## src/hw/rtl/bcw_pkg.sv

```systemverilog
`timescale 1ns / 1ps

package bcw_pkg;

  localparam int CRC_W     = 24;
  localparam int CHANNEL_W = 6;
  localparam int BYTE_W    = 8;
  localparam int CFG_IDX_W = 1;

  localparam logic [CRC_W-1:0]  CRC_TAPS    = 24'h00065B;
  localparam logic [CRC_W-1:0]  CRC_SEED    = 24'h555555;
  localparam logic [BYTE_W-1:0] WHITEN_TAPS = 8'h11;
  localparam logic [BYTE_W-1:0] WHITEN_OR   = 8'h02;
  localparam logic [CHANNEL_W-1:0] CHANNEL_RESET = 6'd37;

  // Register indexes on the config port
  localparam logic [CFG_IDX_W-1:0] REG_CRC_INIT = 1'b0;
  localparam logic [CFG_IDX_W-1:0] REG_CHANNEL  = 1'b1;

  typedef struct packed {
    logic [CRC_W-1:0]     crc_init;
    logic [CHANNEL_W-1:0] channel;
  } cfg_t;

  typedef struct packed {
    logic [BYTE_W-1:0] lfsr;
    logic [BYTE_W-1:0] data;
  } whiten_t;

  function automatic logic [BYTE_W-1:0] rev8(input logic [BYTE_W-1:0] x);
    logic [BYTE_W-1:0] r;
    for (int i = 0; i < BYTE_W; i++) begin
      r[i] = x[BYTE_W-1-i];
    end
    return r;
  endfunction

  // Eight CRC bit steps, data LSB first
  function automatic logic [CRC_W-1:0] crc_byte(input logic [CRC_W-1:0] c_in,
                                                input logic [BYTE_W-1:0] d);
    logic [CRC_W-1:0] c;
    logic             top;
    c = c_in;
    for (int i = 0; i < BYTE_W; i++) begin
      top = c[CRC_W-1];
      c   = {c[CRC_W-2:0], 1'b0};
      if (top != d[i]) begin
        c = c ^ CRC_TAPS;
      end
    end
    return c;
  endfunction

  function automatic whiten_t whiten_byte(input logic [BYTE_W-1:0] w_in,
                                          input logic [BYTE_W-1:0] d_in);
    whiten_t r;
    r.lfsr = w_in;
    r.data = d_in;
    for (int i = 0; i < BYTE_W; i++) begin
      if (r.lfsr[BYTE_W-1]) begin
        r.lfsr    = r.lfsr ^ WHITEN_TAPS;
        r.data[i] = ~r.data[i];
      end
      r.lfsr = {r.lfsr[BYTE_W-2:0], 1'b0};
    end
    return r;
  endfunction

endpackage

```

## src/hw/rtl/bcw_if.sv

```systemverilog
`timescale 1ns / 1ps

interface bcw_in_if;
  import bcw_pkg::*;
  logic              valid;
  logic              ready;
  logic [BYTE_W-1:0] data_byte;
  logic              last_byte;
  modport source (output valid, output data_byte, output last_byte, input ready);
  modport sink   (input valid, input data_byte, input last_byte, output ready);
endinterface

interface bcw_out_if;
  import bcw_pkg::*;
  logic              valid;
  logic              ready;
  logic [BYTE_W-1:0] out_byte;
  logic              last_out;
  modport source (output valid, output out_byte, output last_out, input ready);
  modport sink   (input valid, input out_byte, input last_out, output ready);
endinterface

interface bcw_cfg_if;
  import bcw_pkg::*;
  logic                 valid;
  logic                 ready;
  logic [CFG_IDX_W-1:0] index;
  logic [CRC_W-1:0]     data;
  modport source (output valid, output index, output data, input ready);
  modport sink   (input valid, input index, input data, output ready);
endinterface

```

## src/hw/rtl/bcw_cfg_regs.sv

```systemverilog
`timescale 1ns / 1ps

module bcw_cfg_regs (
  input  logic          clk,
  input  logic          rst,
  bcw_cfg_if.sink       cfg,
  output bcw_pkg::cfg_t regs
);
  import bcw_pkg::*;

  assign cfg.ready = 1'b1;

  always_ff @(posedge clk) begin
    if (rst) begin
      regs.crc_init <= CRC_SEED;
      regs.channel  <= CHANNEL_RESET;
    end else if (cfg.valid) begin
      unique case (cfg.index)
        REG_CRC_INIT: regs.crc_init <= cfg.data;
        REG_CHANNEL:  regs.channel  <= cfg.data[CHANNEL_W-1:0];
        default: ;
      endcase
    end
  end

endmodule

```

## src/hw/rtl/bcw_encoder.sv

```systemverilog
`timescale 1ns / 1ps

module bcw_encoder (
  input  logic          clk,
  input  logic          rst,
  input  bcw_pkg::cfg_t regs,
  bcw_in_if.sink        din,
  bcw_out_if.source     dout
);
  import bcw_pkg::*;

  // input stage
  logic              in_full;
  logic [BYTE_W-1:0] in_data;
  logic              in_last;

  // packet state
  logic [CRC_W-1:0]  crc_reg;
  logic [BYTE_W-1:0] whiten_reg;
  logic              at_start;
  logic [1:0]        tail_cnt;   // CRC bytes still to send

  // result register
  logic              out_valid;
  logic [BYTE_W-1:0] out_byte;
  logic              out_last;

  logic              out_load;
  logic              in_consume;
  logic [CRC_W-1:0]  crc_eff;
  logic [BYTE_W-1:0] whiten_eff;
  logic [BYTE_W-1:0] tail_src;
  whiten_t           wh_data;
  whiten_t           wh_tail;
  logic [CRC_W-1:0]  crc_next;

  assign out_load   = !out_valid || dout.ready;
  assign in_consume = in_full && (tail_cnt == 2'd0) && out_load;
  assign din.ready  = !in_full || in_consume;

  assign crc_eff    = at_start ? regs.crc_init : crc_reg;
  assign whiten_eff = at_start ? (rev8({2'b00, regs.channel}) | WHITEN_OR) : whiten_reg;
  assign crc_next   = crc_byte(crc_eff, in_data);
  assign wh_data    = whiten_byte(whiten_eff, in_data);

  always_comb begin
    case (tail_cnt)
      2'd3:    tail_src = crc_reg[23:16];
      2'd2:    tail_src = crc_reg[15:8];
      default: tail_src = crc_reg[7:0];
    endcase
  end
  assign wh_tail = whiten_byte(whiten_reg, rev8(tail_src));

  always_ff @(posedge clk) begin
    if (rst) begin
      in_full <= 1'b0;
    end else if (din.valid && din.ready) begin
      in_full <= 1'b1;
    end else if (in_consume) begin
      in_full <= 1'b0;
    end
  end

  always_ff @(posedge clk) begin
    if (din.valid && din.ready) begin
      in_data <= din.data_byte;
      in_last <= din.last_byte;
    end
  end

  always_ff @(posedge clk) begin
    if (rst) begin
      crc_reg    <= CRC_SEED;
      whiten_reg <= '0;
      at_start   <= 1'b1;
      tail_cnt   <= 2'd0;
      out_valid  <= 1'b0;
    end else if (out_load) begin
      if (tail_cnt != 2'd0) begin
        whiten_reg <= wh_tail.lfsr;
        tail_cnt   <= tail_cnt - 2'd1;
        out_valid  <= 1'b1;
      end else if (in_full) begin
        crc_reg    <= crc_next;
        whiten_reg <= wh_data.lfsr;
        at_start   <= in_last;
        tail_cnt   <= in_last ? 2'd3 : 2'd0;
        out_valid  <= 1'b1;
      end else begin
        out_valid  <= 1'b0;
      end
    end
  end

  always_ff @(posedge clk) begin
    if (out_load) begin
      if (tail_cnt != 2'd0) begin
        out_byte <= rev8(wh_tail.data);
        out_last <= (tail_cnt == 2'd1);
      end else begin
        out_byte <= rev8(wh_data.data);
        out_last <= 1'b0;
      end
    end
  end

  assign dout.valid    = out_valid;
  assign dout.out_byte = out_byte;
  assign dout.last_out = out_last;

  a_tail_start: assert property (@(posedge clk) disable iff (rst)
    (in_consume && in_last) |=> (tail_cnt == 2'd3))
    else $error("tail count not loaded after last word");

  a_last_out: assert property (@(posedge clk) disable iff (rst)
    (out_load && tail_cnt == 2'd1) |=> (out_valid && out_last && tail_cnt == 2'd0))
    else $error("final CRC word not flagged");

  a_tail_restart: assert property (@(posedge clk) disable iff (rst)
    (tail_cnt != 2'd0) |-> (at_start && !in_consume))
    else $error("payload consumed during CRC tail");

  a_hold: assert property (@(posedge clk) disable iff (rst)
    (in_full && !in_consume) |=> (in_full && $stable(in_data) && $stable(in_last)))
    else $error("input stage lost a word");

endmodule

```

## src/hw/rtl/ble_packet_crc_whiten_encoder_top.sv

```systemverilog
`timescale 1ns / 1ps

// Link-layer packet encoder: CRC-24 and whitening, one payload byte per word.
// data_in carries payload bytes with last_byte on the final one; data_out
// returns one whitened, bit-reversed byte per payload word, and after the
// last payload byte three CRC bytes, the third flagged with last_out.
// cfg writes crc_init (index 0) and channel (index 1) with ready always high;
// both take effect at the next packet start, so write them between packets.
// An accepted word passes through the input register and then the result
// register before it appears on data_out.
// Throughput: one word per cycle while data_out.ready holds high; during the
// three CRC bytes on the output register, no payload word is consumed.
// An input register and the result register hold one word each, so input is
// still taken while a finished result waits; a stalled receiver holds the
// result register and fills the input register, then data_in.ready drops.
// Reset (rst, synchronous): crc_init = 0x555555, channel = 37, both stages
// empty, next word starts a packet.

module ble_packet_crc_whiten_encoder_top (
  input logic       clk,
  input logic       rst,
  bcw_cfg_if.sink   cfg,
  bcw_in_if.sink    data_in,
  bcw_out_if.source data_out
);
  import bcw_pkg::*;

  cfg_t regs;

  bcw_cfg_regs u_cfg (
    .clk  (clk),
    .rst  (rst),
    .cfg  (cfg),
    .regs (regs)
  );

  bcw_encoder u_enc (
    .clk  (clk),
    .rst  (rst),
    .regs (regs),
    .din  (data_in),
    .dout (data_out)
  );

endmodule

```

## src/flat_wrapper.sv

```systemverilog
// flat-port wrapper written by rule: the top's interface ports become plain ports
module ble_packet_crc_whiten_encoder_top_flat import bcw_pkg::*;
  (clk, rst, cfg_valid, cfg_index, cfg_data, cfg_ready, data_in_valid, data_in_data_byte, data_in_last_byte, data_in_ready, data_out_valid, data_out_out_byte, data_out_last_out, data_out_ready);
  bcw_cfg_if cfg_i ();
  bcw_in_if data_in_i ();
  bcw_out_if data_out_i ();
  input logic clk;
  input logic rst;
  input wire logic [$bits(cfg_i.valid)-1:0] cfg_valid;
  input wire logic [$bits(cfg_i.index)-1:0] cfg_index;
  input wire logic [$bits(cfg_i.data)-1:0] cfg_data;
  output wire logic [$bits(cfg_i.ready)-1:0] cfg_ready;
  input wire logic [$bits(data_in_i.valid)-1:0] data_in_valid;
  input wire logic [$bits(data_in_i.data_byte)-1:0] data_in_data_byte;
  input wire logic [$bits(data_in_i.last_byte)-1:0] data_in_last_byte;
  output wire logic [$bits(data_in_i.ready)-1:0] data_in_ready;
  output wire logic [$bits(data_out_i.valid)-1:0] data_out_valid;
  output wire logic [$bits(data_out_i.out_byte)-1:0] data_out_out_byte;
  output wire logic [$bits(data_out_i.last_out)-1:0] data_out_last_out;
  input wire logic [$bits(data_out_i.ready)-1:0] data_out_ready;
  assign cfg_i.valid = cfg_valid;
  assign cfg_i.index = cfg_index;
  assign cfg_i.data = cfg_data;
  assign cfg_ready = cfg_i.ready;
  assign data_in_i.valid = data_in_valid;
  assign data_in_i.data_byte = data_in_data_byte;
  assign data_in_i.last_byte = data_in_last_byte;
  assign data_in_ready = data_in_i.ready;
  assign data_out_valid = data_out_i.valid;
  assign data_out_out_byte = data_out_i.out_byte;
  assign data_out_last_out = data_out_i.last_out;
  assign data_out_i.ready = data_out_ready;
  ble_packet_crc_whiten_encoder_top u_core (.clk(clk), .rst(rst), .cfg(cfg_i), .data_in(data_in_i), .data_out(data_out_i));
endmodule
```

## config.mk

```make
export PLATFORM = sky130hd
export DESIGN_NAME = ble_packet_crc_whiten_encoder_top_flat
export DESIGN_NICKNAME = d
export VERILOG_FILES = /design/src/hw/rtl/bcw_pkg.sv /design/src/hw/rtl/bcw_if.sv /design/src/hw/rtl/bcw_cfg_regs.sv /design/src/hw/rtl/bcw_encoder.sv /design/src/hw/rtl/ble_packet_crc_whiten_encoder_top.sv /design/src/flat_wrapper.sv
export SDC_FILE = /design/constraint.sdc
export NUM_CORES = 1
export LEC_CHECK = 0
export BUFFER_PORTS_ARGS = -buffer_cell sky130_fd_sc_hd__buf_2
export CAP_MARGIN = 20
export CORE_AREA = 2 2 93 95
export CTS_CLUSTER_DIAMETER = 40
export DETAILED_ROUTE_END_ITERATION = 12
export DIE_AREA = 0 0 95 97
export HOLD_SLACK_MARGIN = 0.1
export PLACE_DENSITY = 0.74
export SKIP_CTS_REPAIR_TIMING = 1
export SYNTH_ARGS = -nofsm -noshare
export SYNTH_HDL_FRONTEND = slang
export SYNTH_SLANG_ARGS = --single-unit
```

## constraint.sdc

```tcl
create_clock -name clk -period 2.79 [get_ports clk]
set_clock_uncertainty 0.15 [all_clocks]
set_input_delay 0.1395 -clock clk [delete_from_list [all_inputs] [get_ports clk]]
set_output_delay 0.1395 -clock clk [all_outputs]
set_load 0.01 [all_outputs]
```

* Word-level counts from Yosys, hierarchy flattened
Cells that the tools add are included.
** Storage, ports and cells
- Output and inout bits :: 12
- Logic and storage cells :: 132
- Bits in read-only memories :: 0
- Memories kept :: 0
- Bits in latches :: 0
- Memory bits (writable) :: 0
- Register bits after elaboration :: 85
** Cells by class
- Add/sub/neg operators :: 1
- Bitwise logic cells :: 42
- Div/mod/pow operators :: 0
- Muxes and demuxes :: 51
- Reductions and logical operators :: 15
- Multiply operators :: 0
- $lt $le $gt $ge :: 0
- Shifts and indexed selects :: 0
- Equal/unequal tests :: 11
** Operators by type and width (number)
- $mux W11 :: 8
- $mux W5 :: 14
- $not A7 Y7 :: 8
- $mux W8 :: 4
- $not A2 Y2 :: 16
- $mux W24 :: 1
- $mux W1 :: 18
- $not A1 Y1 :: 18
- $pmux W8 S2 :: 1
- $mux W6 :: 2
- $ne A1 B1 Y1 :: 8
- $mux W2 :: 3
- $reduce_and A2 Y1 :: 3
- $reduce_bool A2 Y1 :: 3
- $eq A2 B2 Y1 const B :: 2
- $logic_and A1 B1 Y1 :: 3
- $reduce_and A3 Y1 :: 1
- $eq A2 B1 Y1 const B :: 1
- $logic_not A1 Y1 :: 2
- $logic_not A2 Y1 :: 1
- $logic_or A1 B1 Y1 :: 2
- $sub A2 B1 Y2 const B :: 1

* Logic depth before layout (Yosys ltp)
Gate-level depths: netlist (run 1).
- Word-level depth :: 19
- Mapped depth :: 8
- Gate-level depth less buffers :: 6

* Hierarchy
A second synthesis (run 1) with hierarchy kept.
** Second synthesis, totals
- Cells, all modules :: 472
- Area, all modules :: 4518.1 um^2
** Modules (own cells, without submodules)
- bcw_encoder :: sequential area each 1261.2 um^2, area each 3239.4 um^2, instances 1, cells an instance 341
- bcw_cfg_regs :: sequential area each 600.6 um^2, area each 1278.7 um^2, instances 1, cells an instance 131

* Least setup slack after synthesis (run 1)
OpenSTA, ideal clock, no wires.
- Kind :: flip-flop to flip-flop
- Start :: reg u_core.u_enc.out_valid (netlist: u_core.u_enc.dout.valid)
- End :: reg u_core.u_enc.in_data[0] (enable)
- Stages on the path, launching flop included :: 6
- Setup slack :: 801 ps
- Data arrival time :: 1502 ps
- Cells stage by stage :: dfxtp_1 -> nand2b_1 -> nand3_1 -> clkbuf_1 -> nand2_1 -> and2_1
** Between the ends
- Cells in the longest elaborated chain, start to end :: 5
** RTL lines
- from (decl) :: RTL line bcw_encoder.sv:24 : logic out_valid;
- from (signal assigned) :: RTL line bcw_encoder.sv:78 : out_valid <= 1'b0;
- from (signal assigned) :: RTL line bcw_encoder.sv:83 : out_valid <= 1'b1;
- from (signal assigned) :: RTL line bcw_encoder.sv:89 : out_valid <= 1'b1;
- $logic_not A1 Y1 :: RTL line bcw_encoder.sv:37 : assign out_load = !out_valid || dout.ready;
- $logic_or A1 B1 Y1 :: RTL line bcw_encoder.sv:37
- named net u_core.u_enc.out_load :: RTL line bcw_encoder.sv:28 : logic out_load;
- $logic_and A1 B1 Y1 :: RTL line bcw_encoder.sv:38 : assign in_consume = in_full && (tail_cnt == 2'd0) && out_load;
- $logic_or A1 B1 Y1 :: RTL line bcw_encoder.sv:39 : assign din.ready = !in_full || in_consume;
- named net data_in_ready :: RTL line flat_wrapper.sv:16 : output wire logic [$bits(data_in_i.ready)-1:0] data_in_ready;
- $logic_and A1 B1 Y1 :: RTL line bcw_encoder.sv:66 : if (din.valid && din.ready) begin
- to (signal assigned) :: RTL line bcw_encoder.sv:67 : in_data <= din.data_byte;
- to (decl) :: RTL line bcw_encoder.sv:14 : logic [BYTE_W-1:0] in_data;
The timed path passes the listed nets, and every way through them passes these cells.
A chain may end at the register's enable or synchronous reset.

* Worst setup path after layout (run 1)
- Start :: reg u_core.u_enc.at_start
- End :: reg u_core.u_enc.crc_reg[10]
** Between the ends
- Cells in the longest elaborated chain, start to end :: 14
- Elaborated cells between the ends (all ways) :: 19
- Those cells by class :: eq/ne: 5; mux: 9; bitwise: 5
** RTL lines
- from (decl) :: RTL line bcw_encoder.sv:20 : logic at_start;
- from (signal assigned) :: RTL line bcw_encoder.sv:87 : at_start <= in_last;
- $mux W24 * :: RTL line bcw_encoder.sv:41 : assign crc_eff = at_start ? regs.crc_init : crc_reg;
- $ne A1 B1 Y1 or $not A7 Y7 (tied branches)
- $mux W11 :: RTL line bcw_pkg.sv:47 : if (top != d[i]) begin
- $not A7 Y7 (no source line)
- $mux W11 (2 in series) :: RTL line bcw_pkg.sv:47
- $not A7 Y7 (no source line)
- $mux W11 (3 in series) :: RTL line bcw_pkg.sv:47
- $not A7 Y7 (no source line)
- $mux W11 :: RTL line bcw_pkg.sv:47
- $not A7 Y7 (no source line)
- $mux W11 * :: RTL line bcw_pkg.sv:47
- to (signal assigned) :: RTL line bcw_encoder.sv:85 : crc_reg <= crc_next;
- to (decl) :: RTL line bcw_encoder.sv:18 : logic [CRC_W-1:0] crc_reg;
Mark *: on every way between the ends. The rest lies on a longest branch, timed or not.

==> results_tabular.tex, run 1 <==
\begin{tabular}{lr}
\hline
Metric & Value \\
\hline
\multicolumn{2}{l}{\textbf{Run status}} \\
\quad Status & finished clean \\
\multicolumn{2}{l}{\textbf{Synth}} \\
\quad Unique masters post-synth & 38 \\
\quad Post-synth design cell area & 4380 um\^{}2 \\
\quad Mapped Cells & 460 \\
\quad Register bit count reported by yosys & 84 \\
\quad Synthesized area divided by synthesized cell count & 9.51 um\^{}2 \\
\quad Share of synthesized registers carrying an async set or reset & 0 \\
\quad Syn nets & 499 \\
\quad YS warnings & 0 \\
\quad Post-synth EDFFs & 18 \\
\quad Predominant post-synthesis flop cell & sky130\_fd\_sc\_hd\_\_dfxtp\_1 \\
\quad Sequential share of the synthesized area & 0.425 \\
\multicolumn{2}{l}{\textbf{Global routing}} \\
\quad Global-route wire length before repair & 16,200 um \\
\quad Largest net degree at the start of global routing & 47 \\
\quad Global-route congestion overflow total & 0 \\
\quad Overall routing resource usage & 0.228 \\
\quad Initial antenna violation count & 0 \\
\quad Via count of the first global-routing pass & 3,175 \\
\multicolumn{2}{l}{\textbf{Place}} \\
\quad Total placed instance area & 4710 um\^{}2 \\
\quad Post-placement setup slack & 377 ps \\
\quad Routability congestion estimate from global placement & 0.879 \\
\quad Estimated wirelength of the detail-placed design & 7040 um \\
\quad Port bufs & 49 \\
\multicolumn{2}{l}{\textbf{Min path}} \\
\quad Worst hold path class & in -> reg \\
\multicolumn{2}{l}{\textbf{Setup path}} \\
\quad Worst setup path category & reg -> reg \\
\quad Worst Setup End Kind & flip-flop \\
\quad Startpoint Class & flip-flop \\
\quad CP Data Arrival Time & 2510 ps \\
\quad Data required time of the critical path & 2890 ps \\
\quad CP top delay family & flip-flops \\
\quad Most common cell on crit path & sky130\_fd\_sc\_hd\_\_mux2i\_1 \\
\quad Number of buffer and inverter stages on the critical path & 1 \\
\quad Crit path max fanout & 11 \\
\quad CP max stage delay & 540 ps \\
\quad Critical Path Slowest Stage Cell & sky130\_fd\_sc\_hd\_\_dfxtp\_2 \\
\quad Cells traversed along the worst timing path & buf\_4 > mux2i\_1 > xnor2\_2 > xnor2\_1 > nor3b\_1 > mux2i\_1 > o31a\_1 \\
\multicolumn{2}{l}{\textbf{Clock network}} \\
\quad CTS max path bufs & 2 \\
\quad Deepest level of the CTS H-tree & 3 \\
\quad Clock latency at the later pin of the worst-skew pair & 360 ps \\
\quad Clock tree from TritonCTS & yes \\
\quad Clock-pin transition on the worst setup and hold timing paths & 80 ps \\
\quad Clock Tree Root & sky130\_fd\_sc\_hd\_\_clkbuf\_8 \\
\quad Number of buffers created by CTS & 9 \\
\quad TritonCTS Sinks & 84 \\
\multicolumn{2}{l}{\textbf{Timing}} \\
\quad Worst rel slew slack & 0.388 \\
\quad Crit path setup slack, layout & 385 ps \\
\quad Unrepaired setup endpoints after global routing & false \\
\quad Final hold violation count & 0 \\
\quad Min Tclk post-route & 2400 ps \\
\quad Sum of negative setup slack & 0 ps \\
\quad Final Max Slew Viols & 0 \\
\quad Period utilization & 0.862 \\
\quad Number of endpoints failing setup at the final stage & 0 \\
\quad Max Clk Rate & 0.416 GHz \\
\quad Worst hold slack across all endpoints & 207 ps \\
\quad Worst-Margin Slew & 918 ps \\
\multicolumn{2}{l}{\textbf{Pwr}} \\
\quad Static power due to leakage & 2.23 nW \\
\quad IR drop worst, VDD & 0.000301 V \\
\quad Power per cell area & 651 nW/um\^{}2 \\
\quad Overall power & 0.00344 W \\
\multicolumn{2}{l}{\textbf{Final layout}} \\
\quad Total number of nets in the final design & 578 \\
\quad Largest register FFs & 30 \\
\quad Cell area after layout & 5280 um\^{}2 \\
\quad Antenna fix cells & 0 \\
\quad Commonest cells after routing, fill and taps aside & sky130\_fd\_sc\_hd\_\_nand2\_1 (71), sky130\_fd\_sc\_hd\_\_dfxtp\_1 (65), sky130\_fd\_sc\_hd\_\_buf\_2 (49) \\
\quad Area added between synthesis and finish & 20.7\% \\
\quad Ratio of cells with drive above 1 in the final layout & 0.178 \\
\quad Commonest non-fill, non-tap cell in the layout & sky130\_fd\_sc\_hd\_\_nand2\_1 \\
\multicolumn{2}{l}{\textbf{Die}} \\
\quad Vert. Die Dim & 97 um \\
\quad Width of the chip & 95 um \\
\quad Initial Util & 0.538 \\
\quad Die ar. & 9220 um\^{}2 \\
\quad I/O pin count & 51 \\
\quad Num rows & 33 \\
\quad Floorplan Core Area & 8130 um\^{}2 \\
\multicolumn{2}{l}{\textbf{Routing}} \\
\quad Wire length after detailed routing & 10,300 um \\
\quad 1st-iter DRT viols & 177 \\
\quad Number of nets with antenna violations after detailed routing & 0 \\
\quad Total DRC errors in the routed layout & 0 \\
\quad Pre-antenna DRT Iters & 4 \\
\quad Average detailed-routed wire length per instance & 15.9 um \\
\quad Per-cell via count in the routed design & 5.21 \\
\quad Via count & 3,382 \\
\multicolumn{2}{l}{\textbf{Job}} \\
\quad Max-cap violations & 0 \\
\hline
\end{tabular}
-- cell families after synthesis --
kind of cell,share of synthesized area
AND/OR/NAND/NOR,0.150
flip-flops,0.425
AO/OA/AOI/OAI,0.106
XOR/XNOR,0.183
multiplexers,0.101
buffers and inverters,0.0343
other,0.000857
-- per-stage QoR --
step | util | std cells
after detailed placement | 0.579 | 595
after floorplan | - | 460
after global routing | 0.649 | 649
after global placement | 0.579 | 595
final | 0.649 | 649
after CTS | 0.603 | 611
-- final timing paths --
check,start,to,slack [ps],cells after the start
setup / recovery,u_core.u_enc.at_start,u_core.u_enc.crc_reg[10],390,7
hold / removal,rst,u_core.u_enc.in_full,210,2
setup reg to reg,u_core.u_enc.at_start,u_core.u_enc.crc_reg[10],390,7
hold reg to reg,u_core.u_cfg.regs[17],u_core.u_cfg.regs[17],320,2
-- cell type report --
cell class,instances,area (um^2)
Clock buffer,12,145
Clock inverter,4,48.8
Fill cell,675,2850
Inverter,2,7.51
Multi-Input combinational cell,343,2370
Sequential cell,84,1860
Tap cell,105,131
Timing Repair Buffer,99,716
-- power by group --
group	leakage (nW)	internal, W	switching [W]
Clock	0.0969	0.000438	0.000434
Sequential	0.724	0.00140	0.000126
Combinational	1.41	0.000497	0.000545
-- cell usage after synthesis (3+ instances only) --
| cell type | count | area [um^2] |
|---|---|---|
| sky130_fd_sc_hd__xor2_1 | 24 | 210 |
| sky130_fd_sc_hd__nor2_1 | 47 | 176 |
| sky130_fd_sc_hd__edfxtp_1 | 18 | 541 |
| sky130_fd_sc_hd__mux2i_1 | 37 | 370 |
| sky130_fd_sc_hd__o21ai_1 | 9 | 45.0 |
| sky130_fd_sc_hd__a211o_1 | 11 | 96.3 |
| sky130_fd_sc_hd__nand2_1 | 71 | 267 |
| sky130_fd_sc_hd__clkbuf_1 | 22 | 82.6 |
| sky130_fd_sc_hd__xor2_2 | 5 | 81.3 |
| sky130_fd_sc_hd__a21oi_1 | 40 | 200 |
| sky130_fd_sc_hd__xnor2_2 | 8 | 130 |
| sky130_fd_sc_hd__nor3_1 | 3 | 15.0 |
| sky130_fd_sc_hd__xnor2_4 | 3 | 82.6 |
| sky130_fd_sc_hd__buf_1 | 3 | 11.3 |
| sky130_fd_sc_hd__nand3_1 | 4 | 20.0 |
| sky130_fd_sc_hd__dfxtp_1 | 66 | 1320 |
| sky130_fd_sc_hd__nand3b_1 | 15 | 113 |
| sky130_fd_sc_hd__and3_1 | 3 | 18.8 |
| sky130_fd_sc_hd__a211oi_1 | 11 | 82.6 |
| sky130_fd_sc_hd__xnor2_1 | 34 | 298 |
| sky130_fd_sc_hd__buf_2 | 3 | 15.0 |
-- metal layers --
| layer | share of wire | wire [um] | GRT usage |
|---|---|---|---|
| met1 | 0.45 | 4700 | 0.314 |
| met2 | 0.47 | 4850 | 0.345 |
| met3 | 0.049 | 506 | 0.0498 |
| met4 | 0.027 | 278 | 0.0970 |
| met5 | 0 | 0 | 0 |
-- worst reg2reg max path, cell delays in order, from the launching register on --
cell,delay [ps]
sky130_fd_sc_hd__dfxtp_2,540
sky130_fd_sc_hd__buf_4,230
sky130_fd_sc_hd__mux2i_1,340
sky130_fd_sc_hd__xnor2_2,180
sky130_fd_sc_hd__xnor2_1,310
sky130_fd_sc_hd__nor3b_1,310
sky130_fd_sc_hd__mux2i_1,120
sky130_fd_sc_hd__o31a_1,110
Power figures use the tool's default switching activity.
==> inputs of run 2 (changes only) <==
--- a/config.mk
+++ b/config.mk
@@ -7,12 +7,12 @@
 export LEC_CHECK = 0
 export BUFFER_PORTS_ARGS = -buffer_cell sky130_fd_sc_hd__buf_2
 export CAP_MARGIN = 20
-export CORE_AREA = 2 2 93 95
+export CORE_AREA = 2 2 90 92
 export CTS_CLUSTER_DIAMETER = 40
 export DETAILED_ROUTE_END_ITERATION = 12
-export DIE_AREA = 0 0 95 97
+export DIE_AREA = 0 0 92 94
 export HOLD_SLACK_MARGIN = 0.1
-export PLACE_DENSITY = 0.74
+export PLACE_DENSITY = 0.78
 export SKIP_CTS_REPAIR_TIMING = 1
 export SYNTH_ARGS = -nofsm -noshare
 export SYNTH_HDL_FRONTEND = slang
==> run 2 against run 1 <==
Critical path depth did not move. Sequential power is essentially flat. Total power up 1.7%. Fmax grew 3.3%. Wire length fell by 1.5%. Non-clock buffer count is 1 lower. Global-route usage rose by 0.74 points. Critical endpoint unchanged. Largest power group unchanged.
==> results_tabular.tex, run 2 (synthesis gave the netlist of run 1 again) <==
\begin{tabular}{lr}
\hline
Metric & Value \\
\hline
\multicolumn{2}{l}{\textbf{Run status}} \\
\quad Status & finished clean \\
\multicolumn{2}{l}{\textbf{Clock network}} \\
\quad TritonCTS Sinks & 84 (unchanged) \\
\quad Number of buffers created by CTS & 9 (unchanged) \\
\quad CTS max path bufs & 2 (unchanged) \\
\quad Clock latency at the later pin of the worst-skew pair & 360 ps (about the same) \\
\quad Clock tree from TritonCTS & yes \\
\quad Clock Tree Root & sky130\_fd\_sc\_hd\_\_clkbuf\_8 \\
\quad Deepest level of the CTS H-tree & 3 (unchanged) \\
\quad Clock-pin transition on the worst setup and hold timing paths & 100 ps (+20 ps) \\
\multicolumn{2}{l}{\textbf{Global routing}} \\
\quad Overall routing resource usage & 0.236 (+0.00743) \\
\quad Via count of the first global-routing pass & 3,084 (-2.9\%) \\
\quad Initial antenna violation count & 0 (unchanged) \\
\quad Largest net degree at the start of global routing & 42 (-11\%) \\
\quad Global-route congestion overflow total & 0 (unchanged) \\
\quad Global-route wire length before repair & 15,600 um (-3.6\%) \\
\multicolumn{2}{l}{\textbf{Routing}} \\
\quad Total DRC errors in the routed layout & 0 (unchanged) \\
\quad Total length of routed met3 wires & 457 um (-9.7\%) \\
\quad Via count & 3,402 (+0.59\%) \\
\quad Top sig layer & met4 \\
\quad Detailed-route wire length on metal 1 & 4620 um (-1.6\%) \\
\quad Pre-antenna DRT Iters & 4 (unchanged) \\
\quad Per-cell via count in the routed design & 5.27 (+1.2\%) \\
\quad Met2 wire len & 4830 um (-0.27\%) \\
\quad 1st-iter DRT viols & 166 (-6.2\%) \\
\quad Average detailed-routed wire length per instance & 15.8 um (-0.86\%) \\
\quad Wire length after detailed routing & 10,200 um (-1.5\%) \\
\quad Number of nets with antenna violations after detailed routing & 0 (unchanged) \\
\multicolumn{2}{l}{\textbf{Die}} \\
\quad Die ar. & 8650 um\^{}2 (-6.2\%) \\
\quad Vert. Die Dim & 94 um (-3.1\%) \\
\quad Num rows & 32 (-3.0\%) \\
\quad Initial Util & 0.575 (+0.0373) \\
\quad Width of the chip & 92 um (-3.2\%) \\
\quad I/O pin count & 51 (unchanged) \\
\quad Floorplan Core Area & 7610 um\^{}2 (-6.5\%) \\
\multicolumn{2}{l}{\textbf{Setup path}} \\
\quad Crit path max fanout & 13 (+2) \\
\quad Data required time of the critical path & 2950 ps (+60 ps) \\
\quad CP max stage delay & 470 ps (-70 ps) \\
\quad Cells traversed along the worst timing path & buf\_4 > mux2i\_1 > xnor2\_2 > xnor2\_2 > xnor2\_1 > mux2i\_1 > o31a\_1 \\
\quad Depth of the most critical reg-to-reg path & 7 (unchanged) \\
\quad Startpoint Class & flip-flop \\
\quad Worst Setup End Kind & flip-flop \\
\quad Worst setup path category & reg -> reg \\
\quad CP Data Arrival Time & 2490 ps (-20 ps) \\
\quad Critical R2R Launch & u\_core.u\_enc.at\_start \\
\quad Worst R2R End & u\_core.u\_enc.crc\_reg[10] \\
\quad Critical Path Slowest Stage Cell & sky130\_fd\_sc\_hd\_\_dfxtp\_2 \\
\quad Minimum setup slack among reg-to-reg paths & 460 ps (+80 ps) \\
\multicolumn{2}{l}{\textbf{Final layout}} \\
\quad Area used by multi-input combinational logic & 2370 um\^{}2 (unchanged) \\
\quad Commonest non-fill, non-tap cell in the layout & sky130\_fd\_sc\_hd\_\_nand2\_1 \\
\quad Fillers & 586 (-13\%) \\
\quad Total number of nets in the final design & 577 (-0.17\%) \\
\quad Commonest cells after routing, fill and taps aside & sky130\_fd\_sc\_hd\_\_nand2\_1 (71), sky130\_fd\_sc\_hd\_\_dfxtp\_1 (65), sky130\_fd\_sc\_hd\_\_buf\_2 (49) \\
\quad Core Util, Final & 0.695 (+0.0461) \\
\quad Area added between synthesis and finish & 20.9\% \\
\quad Largest register FFs & 30 (unchanged) \\
\quad Seq. cell area & 1860 um\^{}2 (unchanged) \\
\quad Ratio of cells with drive above 1 in the final layout & 0.180 (+0.00217) \\
\quad Antenna fix cells & 0 (unchanged) \\
\multicolumn{2}{l}{\textbf{Timing}} \\
\quad Worst rel slew slack & 0.401 (+0.0127) \\
\quad Min Tclk post-route & 2330 ps (-77.5 ps) \\
\quad Worst-Margin Slew & 899 ps (-19.0 ps) \\
\quad Final Max Slew Viols & 0 (unchanged) \\
\quad Sum of negative setup slack & 0 ps (unchanged) \\
\quad Unrepaired setup endpoints after global routing & false \\
\quad Max Clk Rate & 0.430 GHz (+3.3\%) \\
\quad Final hold violation count & 0 (unchanged) \\
\quad Number of endpoints failing setup at the final stage & 0 (unchanged) \\
\quad Period utilization & 0.834 (-0.0278) \\
\multicolumn{2}{l}{\textbf{Min path}} \\
\quad Cell depth of the worst min-delay path & 2 (unchanged) \\
\quad Worst hold path class & in -> reg \\
\quad Source of the worst hold timing path & rst \\
\quad End point of the worst hold path & u\_core.u\_enc.in\_full \\
\multicolumn{2}{l}{\textbf{Place}} \\
\quad Routability congestion estimate from global placement & 0.909 (+3.4\%) \\
\quad Estimated wirelength of the detail-placed design & 6920 um (-1.6\%) \\
\quad Port bufs & 49 (unchanged) \\
\multicolumn{2}{l}{\textbf{Pwr}} \\
\quad Power per cell area & 661 nW/um\^{}2 (+1.5\%) \\
\quad Static power due to leakage & 2.24 nW (+0.40\%) \\
\quad IR drop worst, VDD & 0.000404 V (+34\%) \\
\multicolumn{2}{l}{\textbf{Job}} \\
\quad Max-cap violations & 0 (unchanged) \\
\hline
\end{tabular}
## run 2: where the power goes
group	switching (W)	total [W]	internal, W	leakage, nW
Clock	0.000496	0.000937	0.000440	0.110
Combinational	0.000537	0.00103	0.000495	1.40
Sequential	0.000128	0.00153	0.00140	0.724
Total	0.00116	0.00350	0.00234	2.24
## run 2: through the flow
| stage | hold slack (ps) | total power, W | instances | area, um^2 | setup slack [ps] |
|---|---|---|---|---|---|
| floorplan | 88.4 | 0.00230 | 460 | 4380 | 801 |
| global placement | 166 | 0.00251 | 591 | 4700 | 571 |
| detailed placement | 168 | 0.00253 | 591 | 4700 | 492 |
| CTS | -219 | 0.00347 | 607 | 4910 | 447 |
| global route | 202 | 0.00368 | 645 | 5290 | 295 |
| finish | 174 | 0.00350 | 645 | 5290 | 463 |
## run 2: worst max path at each step
stage,from,to,slack (ps)
finish,u_core.u_enc.at_start,u_core.u_enc.crc_reg[10],460
global route,u_core.u_enc.at_start,u_core.u_enc.crc_reg[10],290
CTS,u_core.u_enc.at_start,u_core.u_enc.crc_reg[10],450
floorplan,u_core.u_enc.dout.valid,u_core.u_enc.in_data[0],800
detailed placement,u_core.u_enc.at_start,u_core.u_enc.crc_reg[10],490
global placement,u_core.u_enc.at_start,u_core.u_enc.crc_reg[4],570
## run 2: final cells by class
| type | instances | area share |
|---|---|---|
| clock inverter | 7 | 0.0170 |
| multi-input combinational | 343 | 0.448 |
| inverter | 2 | 0.00142 |
| timing repair buffer | 98 | 0.134 |
| sequential | 84 | 0.352 |
| tap | 102 | 0.0241 |
| clock buffer | 9 | 0.0234 |
## run 2: per-layer routing
metal,global-route usage,vias up
met5,0,-
met4,0.0846,0
met3,0.0409,20
met2,0.377,89
met1,0.323,1577
li1,-,1716
## run 2: critical path: cells and delay by family (launching register included)
family | cells | cell delay, ps
XOR/XNOR | 3 | 650
buffers and inverters | 1 | 320
AO/OA/AOI/OAI | 1 | 140
multiplexers | 2 | 540
flip-flops | 1 | 470
==> inputs of run 3 (changes only) <==
--- a/config.mk
+++ b/config.mk
@@ -5,14 +5,15 @@
 export SDC_FILE = /design/constraint.sdc
 export NUM_CORES = 1
 export LEC_CHECK = 0
+export ABC_AREA = 1
 export BUFFER_PORTS_ARGS = -buffer_cell sky130_fd_sc_hd__buf_2
 export CAP_MARGIN = 20
-export CORE_AREA = 2 2 90 92
+export CORE_AREA = 2 2 97 99
 export CTS_CLUSTER_DIAMETER = 40
 export DETAILED_ROUTE_END_ITERATION = 12
-export DIE_AREA = 0 0 92 94
+export DIE_AREA = 0 0 99 101
 export HOLD_SLACK_MARGIN = 0.1
-export PLACE_DENSITY = 0.78
+export PLACE_DENSITY = 0.74
 export SKIP_CTS_REPAIR_TIMING = 1
 export SYNTH_ARGS = -nofsm -noshare
 export SYNTH_HDL_FRONTEND = slang
==> constraint.sdc (replaced) <==
create_clock -name clk -period 2.1 [get_ports clk]
set_clock_uncertainty 0.15 [all_clocks]
set_input_delay 0.105 -clock clk [delete_from_list [all_inputs] [get_ports clk]]
set_output_delay 0.105 -clock clk [all_outputs]
set_load 0.01 [all_outputs]
==> run 3 against run 2 <==
Via count is 41% higher. Register-to-register slack lost 310 ps. Die area up 16%. Wire length grew 38%. Critical endpoint is now u_core.u_enc.dout.out_byte[0].
==> results_tabular.tex, run 3 <==
\begin{tabular}{lr}
\hline
Metric & Value \\
\hline
\multicolumn{2}{l}{\textbf{Run status}} \\
\quad Status & finished clean \\
\multicolumn{2}{l}{\textbf{Min path}} \\
\quad Worst hold path class & in -> reg \\
\quad End point of the worst hold path & u\_core.u\_cfg.regs[4] \\
\quad Cell depth of the worst min-delay path & 4 (+2) \\
\quad Source of the worst hold timing path & cfg\_valid \\
\multicolumn{2}{l}{\textbf{Pwr}} \\
\quad Clock network fraction of total power & 0.205 (-0.063) \\
\quad Switching pwr & 0.00249 W (+110\%) \\
\quad Sequential share of power & 0.388 (-0.049) \\
\quad Switch share & 0.420 (+0.0881) \\
\quad Gate power share & 0.407 (+0.112) \\
\quad IR drop worst, VDD & 0.000437 V (+8.1\%) \\
\quad Power per cell area & 1070 nW/um\^{}2 (+62\%) \\
\quad Static power due to leakage & 2.66 nW (+19\%) \\
\quad Internal power & 0.00343 W (+47\%) \\
\multicolumn{2}{l}{\textbf{Synth}} \\
\quad Xor and xnor fraction of the mapped netlist area & 0.0342 (-0.149) \\
\quad Most frequently used cell type in the post-synthesis netlist & sky130\_fd\_sc\_hd\_\_nand2\_1 \\
\quad Cell taking the most area after synthesis & sky130\_fd\_sc\_hd\_\_dfxtp\_1 \\
\quad Post-synth design cell area & 4610 um\^{}2 (+5.3\%) \\
\quad Area fraction of the dominant cell type after synthesis & 0.287 (-0.0152) \\
\quad Unique masters post-synth & 33 (-13\%) \\
\quad YS warnings & 0 (unchanged) \\
\quad Combinational family with the most area after synthesis & simple AND/OR/NAND/NOR gates \\
\quad Arithmetic-cell share of the synthesized area counting full adders, half adders and majority gates & 0 (unchanged) \\
\quad Compound-gate portion of the synthesized area & 0.176 (+0.0704) \\
\quad Register bit count reported by yosys & 84 (unchanged) \\
\quad Synthesized area divided by synthesized cell count & 6.80 um\^{}2 (-29\%) \\
\quad Post-synth EDFFs & 18 (unchanged) \\
\quad Mapped Cells & 678 (+47\%) \\
\quad Commonest cells in the netlist & sky130\_fd\_sc\_hd\_\_nand2\_1 (212), sky130\_fd\_sc\_hd\_\_inv\_1 (71), sky130\_fd\_sc\_hd\_\_dfxtp\_1 (66) \\
\quad Multiplexer fraction of the synthesized cell area & 0.00217 (-0.0985) \\
\quad Share of synthesized registers carrying an async set or reset & 0 (unchanged) \\
\quad Simple-gate portion of the synthesized area & 0.286 (+0.137) \\
\quad Synth area leaders & sky130\_fd\_sc\_hd\_\_dfxtp\_1 (29\%), sky130\_fd\_sc\_hd\_\_nand2\_1 (17\%), sky130\_fd\_sc\_hd\_\_edfxtp\_1 (12\%) \\
\quad Predominant post-synthesis flop cell & sky130\_fd\_sc\_hd\_\_dfxtp\_1 \\
\quad Syn nets & 717 (+44\%) \\
\quad Sequential share of the synthesized area & 0.404 (-0.0214) \\
\multicolumn{2}{l}{\textbf{Final layout}} \\
\quad Fillers & 817 (+39\%) \\
\quad Antenna fix cells & 0 (unchanged) \\
\quad Total number of nets in the final design & 797 (+38\%) \\
\quad Area used by multi-input combinational logic & 2300 um\^{}2 (-2.8\%) \\
\quad Cell Count, Final, Fillers Out & 874 (+36\%) \\
\quad Seq. cell area & 1870 um\^{}2 (+0.27\%) \\
\quad Core Util, Final & 0.616 (-0.0794) \\
\quad Area added between synthesis and finish & 20.0\% \\
\quad Ratio of cells with drive above 1 in the final layout & 0.127 (-0.0533) \\
\quad Largest register FFs & 30 (unchanged) \\
\quad Commonest cells after routing, fill and taps aside & sky130\_fd\_sc\_hd\_\_nand2\_1 (212), sky130\_fd\_sc\_hd\_\_inv\_1 (71), sky130\_fd\_sc\_hd\_\_dfxtp\_1 (63) \\
\quad Commonest non-fill, non-tap cell in the layout & sky130\_fd\_sc\_hd\_\_nand2\_1 \\
\multicolumn{2}{l}{\textbf{Clock network}} \\
\quad CTS max path bufs & 2 (unchanged) \\
\quad TritonCTS Sinks & 84 (unchanged) \\
\quad Clock tree from TritonCTS & yes \\
\quad Clock-pin transition on the worst setup and hold timing paths & 100 ps (about the same) \\
\quad Clock latency at the later pin of the worst-skew pair & 370 ps (about the same) \\
\quad Clock Tree Root & sky130\_fd\_sc\_hd\_\_clkbuf\_8 \\
\quad Deepest level of the CTS H-tree & 3 (unchanged) \\
\quad Number of buffers created by CTS & 9 (unchanged) \\
\multicolumn{2}{l}{\textbf{Setup path}} \\
\quad Minimum setup slack among reg-to-reg paths & 150 ps (-310 ps) \\
\quad Data required time of the critical path & 2080 ps (-870 ps) \\
\quad Critical R2R Launch & u\_core.u\_enc.whiten\_reg[6] \\
\quad CP max stage delay & 530 ps (+60 ps) \\
\quad Worst R2R End & u\_core.u\_enc.dout.out\_byte[0] \\
\quad Crit path max fanout & 7 (-6) \\
\quad Startpoint Class & flip-flop \\
\quad Critical Path Slowest Stage Cell & sky130\_fd\_sc\_hd\_\_dfxtp\_1 \\
\quad Worst setup path category & reg -> reg \\
\quad Most common cell on crit path & sky130\_fd\_sc\_hd\_\_nand2\_1 \\
\quad Cells traversed along the worst timing path & inv\_1 > o21ai\_1 > inv\_2 > nand2\_1 > nand2\_2 > inv\_2 > nand2\_1 > nand2\_1 > nand2\_1 > nand3\_1 > o21ai\_1 \\
\quad Worst Setup End Kind & flip-flop \\
\quad Depth of the most critical reg-to-reg path & 11 (+4) \\
\quad CP Data Arrival Time & 1920 ps (-570 ps) \\
\multicolumn{2}{l}{\textbf{Routing}} \\
\quad Average detailed-routed wire length per instance & 16.1 um (+1.9\%) \\
\quad 1st-iter DRT viols & 333 (+100\%) \\
\quad Wire length after detailed routing & 14,100 um (+38\%) \\
\quad Number of nets with antenna violations after detailed routing & 0 (unchanged) \\
\quad Via count & 4,805 (+41\%) \\
\quad Pre-antenna DRT Iters & 6 (+2) \\
\quad Per-cell via count in the routed design & 5.50 (+4.2\%) \\
\quad Total DRC errors in the routed layout & 0 (unchanged) \\
\multicolumn{2}{l}{\textbf{Place}} \\
\quad Routability congestion estimate from global placement & 1.01 (+11\%) \\
\quad Estimated wirelength of the detail-placed design & 9990 um (+44\%) \\
\quad Port bufs & 49 (unchanged) \\
\quad Number of instances in the placed design & 820 (+39\%) \\
\multicolumn{2}{l}{\textbf{Die}} \\
\quad Die ar. & 10000 um\^{}2 (+16\%) \\
\quad Floorplan Core Area & 8980 um\^{}2 (+18\%) \\
\quad Vert. Die Dim & 101 um (+7.4\%) \\
\quad Initial Util & 0.513 (-0.0620) \\
\quad Width of the chip & 99 um (+7.6\%) \\
\quad Num rows & 35 (+9.4\%) \\
\quad I/O pin count & 51 (unchanged) \\
\multicolumn{2}{l}{\textbf{Timing}} \\
\quad Final hold violation count & 0 (unchanged) \\
\quad Max Clk Rate & 0.514 GHz (+20\%) \\
\quad Number of endpoints failing setup at the final stage & 0 (unchanged) \\
\quad Worst rel slew slack & 0.559 (+0.158) \\
\quad Final Max Slew Viols & 0 (unchanged) \\
\quad Period utilization & 0.926 (+0.0923) \\
\quad Min Tclk post-route & 1950 ps (-382 ps) \\
\quad Worst-Margin Slew & 661 ps (-237 ps) \\
\quad Unrepaired setup endpoints after global routing & false \\
\multicolumn{2}{l}{\textbf{Global routing}} \\
\quad Initial antenna violation count & 0 (unchanged) \\
\quad Via count of the first global-routing pass & 4,297 (+39\%) \\
\quad Global-route congestion overflow total & 0 (unchanged) \\
\quad Global-route wire length before repair & 21,100 um (+35\%) \\
\quad Overall routing resource usage & 0.272 (+0.0364) \\
\quad Largest net degree at the start of global routing & 38 (-9.5\%) \\
\multicolumn{2}{l}{\textbf{Job}} \\
\quad Max-cap violations & 0 (unchanged) \\
\hline
\end{tabular}
-- run 3: cell count changes in the layout (fill, tap and decap cells not counted), moves of 10 or more --
cell / delta
sky130_fd_sc_hd__nand2_1: +141
sky130_fd_sc_hd__inv_1: +69
sky130_fd_sc_hd__o21ai_0: +57
sky130_fd_sc_hd__nand3_1: +53
sky130_fd_sc_hd__mux2i_1: -36
sky130_fd_sc_hd__xnor2_1: -30
sky130_fd_sc_hd__nand3b_1: -14
sky130_fd_sc_hd__a211o_1: -11
sky130_fd_sc_hd__a211oi_1: -11
sky130_fd_sc_hd__o211ai_1: +10
sky130_fd_sc_hd__xor2_1: -10
-- run 3: metrics by stage --
stage / area [um^2] / power (W) / hold slack [ps] / worst slack (ps) / setup TNS (ps)
finish: 5530 / 0.00592 / 92.2 / 155 / 0
global route: 5530 / 0.00631 / 127 / 26.7 / 0
CTS: 5140 / 0.00582 / -254 / -34.3 / -34.3
detailed placement: 4930 / 0.00462 / 133 / 80.3 / 0
global placement: 4930 / 0.00456 / 133 / 196 / 0
floorplan: 4610 / 0.00396 / 53.9 / 19.1 / 0
-- run 3: cell type report --
type	count	area share
multi-input combinational	488	0.417
clock inverter	5	0.00814
tap	111	0.0251
sequential	84	0.338
timing repair buffer	97	0.130
clock buffer	11	0.0294
inverter	78	0.0534
-- run 3: cell families after synthesis --
family / Yosys count
and+or+nand+nor: 322
AOI/OAI and AO/OA: 146
buffers and inverters: 106
DFF: 84
xor gates and xnor gates: 18
muxes: 1
other: 1
-- run 3: power by group through the flow --
stage          registers, W  logic (W)  clock network (W)
2_1_floorplan       0.00224    0.00171                  0
3_3_place_gp        0.00231    0.00226                  0
3_5_place_dp        0.00231    0.00230                  0
4_1_cts             0.00228    0.00232            0.00123
5_1_grt             0.00232    0.00270            0.00129
6_report            0.00229    0.00241            0.00121
-- run 3: per-layer routing --
metal	wire [um]	GRT usage	share of wire
met1	5860	0.338	0.42
met5	0	0	0
met2	6800	0.453	0.48
met3	849	0.0479	0.060
met4	551	0.140	0.039
-- run 3: worst max-delay path, delay by kind of cell, from the launching register on --
family                 cells  cell delay (ps)
buffers and inverters      3              260
AND/OR/NAND/NOR            6              420
AO/OA/AOI/OAI              2              350
flip-flops                 1              530
-- run 3: how the worst max path moves through the flow --
stage,start,to,slack [ps],cells after the start
final,u_core.u_enc.whiten_reg[6],u_core.u_enc.dout.out_byte[0],150,11
after CTS,u_core.u_enc.tail_cnt[1],data_in_ready,-30,7
after floorplan,u_core.u_enc.tail_cnt[1],u_core.u_enc.in_data[0],20,7
after global routing,u_core.u_enc.at_start,u_core.u_enc.crc_reg[7],30,12
after detailed placement,u_core.u_enc.tail_cnt[1],u_core.u_enc.dout.out_byte[2],80,7
after global placement,u_core.u_enc.tail_cnt[1],u_core.u_enc.dout.out_byte[2],200,7
